`config.mk`:
```
export PLATFORM = sky130hd
export DESIGN_NAME = dcrc_back
export DESIGN_NICKNAME = d
export VERILOG_FILES = /design/src/sv/dcrc_pkg.sv /design/src/sv/dcrc_back.sv
export SDC_FILE = /design/constraint.sdc
export NUM_CORES = 1
export LEC_CHECK = 0
export BUFFER_PORTS_ARGS = -buffer_cell sky130_fd_sc_hd__buf_2
export CAP_MARGIN = 20
export CORE_MARGIN = 4
export CORE_UTILIZATION = 45
export CTS_BUF_LIST = sky130_fd_sc_hd__clkbuf_2
export CTS_CLUSTER_DIAMETER = 120
export DETAILED_ROUTE_END_ITERATION = 7
export PLACE_DENSITY_LB_ADDON = 0.08
export RECOVER_POWER = 25
export SLEW_MARGIN = 40
export SYNTH_ARGS = -nofsm -noshare
export SYNTH_HDL_FRONTEND = slang
export SYNTH_SLANG_ARGS = --single-unit
```
`constraint.sdc`:
```
create_clock -name clk -period 21.2 [get_ports clk]
set_input_delay 5.3 -clock clk [delete_from_list [all_inputs] [get_ports clk]]
set_output_delay 5.3 -clock clk [all_outputs]
set_load 0.01 [all_outputs]
```
`src/sv/dcrc_pkg.sv`:
```
// shared types, constants and the crc helper for the dual copy record checker
`default_nettype none
package dcrc_pkg;

  localparam int DATA_BYTES = 64;
  localparam int HDR_BYTES  = 12;
  localparam int CRC_SPAN   = DATA_BYTES + HDR_BYTES;
  localparam int REC_BYTES  = CRC_SPAN + 4;
  localparam int POS_W      = $clog2(REC_BYTES + 1);

  localparam logic [POS_W-1:0] CRC_POS = POS_W'(CRC_SPAN);
  localparam logic [POS_W-1:0] REC_POS = POS_W'(REC_BYTES);
  localparam logic [15:0]      DATA_LEN = 16'(DATA_BYTES);

  localparam logic [31:0] CRC_POLY = 32'hEDB8_8320;
  localparam logic [31:0] CRC_INIT = 32'hFFFF_FFFF;

  localparam int Q_DEPTH = 4;
  localparam int Q_AW    = $clog2(Q_DEPTH);

  typedef enum logic [1:0] {
    OP_COPY_A = 2'd0,
    OP_COPY_B = 2'd1,
    OP_NEW    = 2'd2,
    OP_RSVD   = 2'd3
  } op_t;

  typedef enum logic {
    KIND_VERDICT = 1'b0,
    KIND_CRC     = 1'b1
  } kind_t;

  typedef enum logic {
    REG_MAGIC   = 1'b0,
    REG_VERSION = 1'b1
  } reg_idx_t;

  typedef struct packed {
    op_t        op;
    logic [7:0] data_byte;
    logic       last;
    logic       read_failed;
  } item_t;

  typedef struct packed {
    kind_t       kind;
    logic        copy_a_valid;
    logic        copy_b_valid;
    logic        load_ok;
    logic        load_copy;
    logic        save_target;
    logic [31:0] next_counter;
    logic [31:0] crc_value;
  } res_t;

  // reflected crc-32, one byte
  function automatic logic [31:0] crc_byte(input logic [31:0] crc, input logic [7:0] b);
    logic [31:0] c;
    c = crc ^ {24'd0, b};
    for (int k = 0; k < 8; k++) begin
      c = c[0] ? ((c >> 1) ^ CRC_POLY) : (c >> 1);
    end
    return c;
  endfunction

endpackage
`default_nettype wire

```
`src/sv/dcrc_back.sv`:
```
// back end: crc, header capture, copy verdicts and the result register
`default_nettype none
module dcrc_back (
  input  wire logic            clk,
  input  wire logic            rst,
  input  wire logic            q_valid,
  input  wire dcrc_pkg::item_t q_item,
  output logic                 pop,
  input  wire logic [31:0]     expected_magic,
  input  wire logic [15:0]     expected_version,
  output logic                 res_valid,
  output dcrc_pkg::res_t       res,
  input  wire logic            res_ready
);
  import dcrc_pkg::*;

  // stream state
  logic [31:0]      crc;
  logic [POS_W-1:0] pos;
  logic [31:0]      cap_magic;
  logic [15:0]      cap_version;
  logic [15:0]      cap_length;
  logic [31:0]      cap_counter;
  logic [31:0]      cap_crc;
  logic             rerr_seen;
  // held copy a verdict
  logic             copy_a_ok;
  logic [31:0]      copy_a_seq;

  logic [31:0]      crc_next;
  logic [POS_W-1:0] pos_next;
  logic [31:0]      magic_next;
  logic [15:0]      version_next;
  logic [15:0]      length_next;
  logic [31:0]      counter_next;
  logic [31:0]      stored_next;
  logic             rerr_next;
  logic [31:0]      ver_word;
  logic [31:0]      len_word;
  logic [POS_W-1:0] crc_off;
  logic             stream_ok;
  logic             makes_result;
  logic             go;
  logic             va;
  logic             vb;
  logic             b_newer;
  logic             a_newer;
  logic [31:0]      newest;
  res_t             res_next;

  function automatic logic [31:0] put_byte(input logic [31:0] w, input logic [1:0] idx,
                                           input logic [7:0] b);
    logic [31:0] r;
    r = w;
    r[idx*8 +: 8] = b;
    return r;
  endfunction

  always_comb begin
    crc_next     = crc;
    magic_next   = cap_magic;
    version_next = cap_version;
    length_next  = cap_length;
    counter_next = cap_counter;
    stored_next  = cap_crc;
    crc_off      = pos - CRC_POS;
    ver_word     = put_byte({16'd0, cap_version}, pos[1:0], q_item.data_byte);
    len_word     = put_byte({16'd0, cap_length}, 2'(pos - POS_W'(6)), q_item.data_byte);
    rerr_next    = rerr_seen || q_item.read_failed;
    pos_next     = (pos < REC_POS) ? pos + 1'b1 : pos;

    if (pos < CRC_POS) begin
      crc_next = crc_byte(crc, q_item.data_byte);
    end
    if (pos < POS_W'(4)) begin
      magic_next = put_byte(cap_magic, pos[1:0], q_item.data_byte);
    end else if (pos < POS_W'(6)) begin
      version_next = ver_word[15:0];
    end else if (pos < POS_W'(8)) begin
      length_next = len_word[15:0];
    end else if (pos < POS_W'(HDR_BYTES)) begin
      counter_next = put_byte(cap_counter, pos[1:0], q_item.data_byte);
    end else if (pos >= CRC_POS && pos < REC_POS) begin
      stored_next = put_byte(cap_crc, crc_off[1:0], q_item.data_byte);
    end

    stream_ok = !rerr_next && (pos_next == REC_POS) &&
                (magic_next == expected_magic) && (version_next == expected_version) &&
                (length_next == DATA_LEN) && (stored_next == crc_next);
  end

  // verdict on copy b's final byte
  always_comb begin
    va      = copy_a_ok;
    vb      = stream_ok;
    b_newer = counter_next > copy_a_seq;
    a_newer = copy_a_seq > counter_next;
    if (va && vb) begin
      newest = b_newer ? counter_next : copy_a_seq;
    end else if (va) begin
      newest = copy_a_seq;
    end else if (vb) begin
      newest = counter_next;
    end else begin
      newest = '0;
    end

    res_next = '0;
    if (q_item.op == OP_COPY_B) begin
      res_next.kind         = KIND_VERDICT;
      res_next.copy_a_valid = va;
      res_next.copy_b_valid = vb;
      res_next.load_ok      = va || vb;
      res_next.load_copy    = vb && (!va || b_newer);
      res_next.save_target  = va && (!vb || a_newer);
      res_next.next_counter = newest + 32'd1;
    end else begin
      res_next.kind      = KIND_CRC;
      res_next.crc_value = crc_next;
    end
  end

  assign makes_result = q_item.last && (q_item.op != OP_COPY_A);
  assign go           = q_valid && (!makes_result || !res_valid || res_ready);
  assign pop          = go;

  always_ff @(posedge clk) begin
    if (rst) begin
      crc         <= CRC_INIT;
      pos         <= '0;
      cap_magic   <= '0;
      cap_version <= '0;
      cap_length  <= '0;
      cap_counter <= '0;
      cap_crc     <= '0;
      rerr_seen   <= 1'b0;
      copy_a_ok   <= 1'b0;
      copy_a_seq  <= '0;
      res_valid   <= 1'b0;
    end else begin
      if (go && makes_result) begin
        res_valid <= 1'b1;
      end else if (res_ready) begin
        res_valid <= 1'b0;
      end
      if (go) begin
        if (q_item.last) begin
          crc         <= CRC_INIT;
          pos         <= '0;
          cap_magic   <= '0;
          cap_version <= '0;
          cap_length  <= '0;
          cap_counter <= '0;
          cap_crc     <= '0;
          rerr_seen   <= 1'b0;
          if (q_item.op == OP_COPY_A) begin
            copy_a_ok  <= stream_ok;
            copy_a_seq <= counter_next;
          end
        end else begin
          crc         <= crc_next;
          pos         <= pos_next;
          cap_magic   <= magic_next;
          cap_version <= version_next;
          cap_length  <= length_next;
          cap_counter <= counter_next;
          cap_crc     <= stored_next;
          rerr_seen   <= rerr_next;
        end
      end
    end
  end

  always_ff @(posedge clk) begin
    if (go && makes_result) begin
      res <= res_next;
    end
  end

  a_pos_sat: assert property (@(posedge clk) disable iff (rst)
    pos <= REC_POS)
    else $error("byte position beyond record size");

  a_stream_clear: assert property (@(posedge clk) disable iff (rst)
    (go && q_item.last) |=> (pos == '0 && crc == CRC_INIT && !rerr_seen))
    else $error("stream state not cleared after final byte");

  a_no_overwrite: assert property (@(posedge clk) disable iff (rst)
    (go && makes_result) |-> (!res_valid || res_ready))
    else $error("pending result overwritten");

  a_kind_match: assert property (@(posedge clk) disable iff (rst)
    (go && makes_result && q_item.op == OP_NEW) |=> (res.kind == KIND_CRC))
    else $error("new record result has wrong kind");

endmodule
`default_nettype wire

```
==> metrics <==
status=complete, but fails checks; failing checks=capacitance limit, slew limit; clock skew=48.5 ps; Core Region=37700 µm²; Post-CTS Setup Bufs=0; worst reg2reg setup slack=13170 ps; Port Buf Inserts=135; crit path cell chain=clkbuf_1 > o21ai_0 > o21ai_0 > clkinv_1 > buf_2; unrepaired setup endpoints after global routing=false; Yosys reg bits=272; R2R depth=20; vias in the first global route=15200; Crit Path Max Fanout=22; CP Launch Type=input port; largest net degree at the start of global routing=69; crit path kind=in2out; Max stage delay on crit path=1070 ps; drt first-iter violations=1770; die height=203 µm; clock transition at the registers of the reported paths=100 ps; Crit path max-delay family=buffers and inverters; area share of the largest cell type after synthesis=0.235; Setup violations, final=0; Detailed Routing Iterations Pass 1=6; Clock power frac=0.268; total CTS buffers=77; Pint=0.892 mW; hold path startpoint=cap_crc[3]; Starting Density=0.456; Slew Limit Fails=215; wire length on met2=27800 µm; Synth Warn #=0; Non-Filler Instances=2671; Horiz. Die Dim=203 µm; post-synth cell types=97; RePlAce Congestion=0.990; Multi-input gate area=10400 µm²; hold endpoint=cap_crc[3]; setup tns final=0 ps; Fillers=3738; worst r2r src=pos[1]; worst reg2reg path endpoint=res[61]; critical path's most frequent cell=o21ai_0; placed cell count=2530; DRT met1 WL=27000 µm; Cell Area, Synth=17200 µm²; register area=6150 µm²; WL/cell=23.3 µm; crit path max-delay cell type=clkbuf_1; Lkg Pwr=7.18 nW; Post-synth EDFFs=70; Total Wirelength=62300 µm; Clock Tree Root=clkbuf_2; switching share of power=0.381; All-Layer GR Usage=0.292; Synth top cells by count=309 x nor2_1, 202 x dfxtp_1, 118 x a22oi_1; uppermost routed layer=met4; Mapped Cells=1980; Worst Tran Pin Value=3100 ps; Max Fclk=73.5 MHz; Final period util=0.642; sequential share of power=0.413; hold depth=2; area delta synth->final=10.2%; vias=16400; Boundary Pins=136; final hold violation count=0; hold buffer count at cts=0; CP required=15900 ps; max-cap violation count=6; clk sink count=272; post-cts sizing count=0; Switching Power=0.549 mW; Worst Hold Class=reg2reg; VDD IR max=0.0000370 V; crit end category=output pin; Layout Nets=2202; Comb power frac=0.319; layout cells sized above 1=0.165; worst path bufs/invs=3; H-tree depth=3; Post-Syn Nets=2084; vias per cell=6.15; initial antenna violation count=1; pwr/cell area=76.1 nW/µm²; DIE AREA=41400 µm²; most common cell in the netlist=nor2_1; CP arrival=8310 ps; Avg Cell Area, Syn=8.68 µm²; Seq/Total Area, Yosys=0.358; # DRC=0; top_reg_cell synth=dfxtp_1; TritonCTS clock tree=built; clk buf depth=3; Yosys top cell by area=dfxtp_1; Rows=71; Period minus WS final=13610 ps; met3 routed WL=5300 µm; Max-slew headroom=-1.06; ANT nets after route=0; asr flop ratio synth=0; synth top area cells=dfxtp_1 24%, edfxtp_1 12%, nor2_1 6.7%; dpl hpwl=45500 µm; gr ovfl total=0; first-pass GRT wire length=93200 µm; Skew-Pair Late Insertion Delay=970 ps
[metrics by stage]
| step | utilization | worst slack (ps) | cell area (µm²) | total power [mW] | hold slack (ps) |
|---|---|---|---|---|---|
| after global routing | 0.503 | 7510 | 19000 | 1.52 | 499 |
| after CTS | 0.504 | 8870 | 19000 | 1.45 | 469 |
| final | 0.503 | 7590 | 19000 | 1.44 | 474 |
| after floorplan | - | 9720 | 17200 | 0.913 | 442 |
| after detailed placement | 0.486 | 8900 | 18300 | 1.06 | 456 |
| after global placement | 0.485 | 8990 | 18300 | 1.06 | 454 |
[worst reg2reg max path, cell delays in order (launching register included)]
cell       delay (ps)
dfxtp_1           700
inv_1             180
ha_1              750
buf_4             400
nand2b_1          120
nor3b_1           620
mux2i_1           430
ha_1              400
and4_1            210
nand4_1           160
o32ai_1           120
nor4_1            240
o211ai_1          290
a2111oi_4         550
and4_2            670
nand4b_1          270
a2111oi_4         590
nand4_2           350
nor3_2            400
and4_1            240
nor3_1             40
[worst max path at each step]
| stage | endpoint | slack, ps | start | cells past startpoint |
|---|---|---|---|---|
| 4_1_cts | pop | 8870 | q_item[1] | 5 |
| 2_1_floorplan | pop | 9720 | res_ready | 4 |
| 5_1_grt | pop | 7510 | q_item[1] | 5 |
| 6_report | pop | 7590 | q_item[1] | 5 |
| 3_3_place_gp | pop | 8990 | q_item[1] | 5 |
| 3_5_place_dp | pop | 8900 | q_item[1] | 5 |
[cells by family (layout without fill, tap and decap cells)]
| family | after synthesis | in the layout | share of synthesized area |
|---|---|---|---|
| and+or+nand+nor | 770 | 770 | 0.233 |
| buffers and inverters | 165 | 344 | 0.0381 |
| adders and majority gates | 40 | 40 | 0.0291 |
| DFF | 272 | 272 | 0.358 |
| xor gates and xnor gates | 128 | 128 | 0.0876 |
| AOI/OAI and AO/OA | 529 | 529 | 0.209 |
| other | 0 | 1 | 0 |
| muxes | 76 | 76 | 0.0453 |
[flip-flops by register name, summed over array words and instances (netlist names)]
name / count
cap_version: 16
copy_a_seq: 32
pos: 7
cap_length: 16
crc: 32
cap_counter: 32
cap_magic: 32
copy_a_ok: 1
res_valid: 1
res: 70
cap_crc: 32
rerr_seen: 1
[power by group through the flow]
stage / registers (mW) / clock network [mW] / logic [mW]
after floorplan: 0.603 / 0 / 0.310
after global placement: 0.606 / 0 / 0.451
after detailed placement: 0.606 / 0 / 0.455
after CTS: 0.594 / 0.398 / 0.458
after global routing: 0.598 / 0.429 / 0.495
final: 0.595 / 0.387 / 0.460
[cells in the final DEF, fill, tap and decap left out, drive strengths merged, types with 34 or more instances in the layout]
cell type and count:
a211oi 44, a21oi 108, a22oi 118, buf 162
clkbuf 125, dfxtp 202, edfxtp 70, ha 40
inv 34, mux2i 62, nand2 105, nand3 50
nand4 36, nor2 313, nor3 46, o21ai 98
xnor2 72, xor2 36
[area by class of cell]
| class | count | share of cell area |
|---|---|---|
| Multi-Input combinational cell | 1543 | 0.550 |
| Tap cell | 511 | 0.0337 |
| Clock buffer | 117 | 0.0309 |
| Antenna cell | 1 | 0.000132 |
| Inverter | 34 | 0.00673 |
| Clock inverter | 23 | 0.00515 |
| Sequential cell | 272 | 0.324 |
| Timing Repair Buffer | 170 | 0.0486 |
[routing by layer]
metal / global-route usage / vias to the layer above
li1: - / 7627
met1: 0.404 / 7924
met2: 0.448 / 749
met3: 0.0639 / 134
met4: 0.111 / 0
met5: 0 / -
Power figures use the tool's default switching activity.
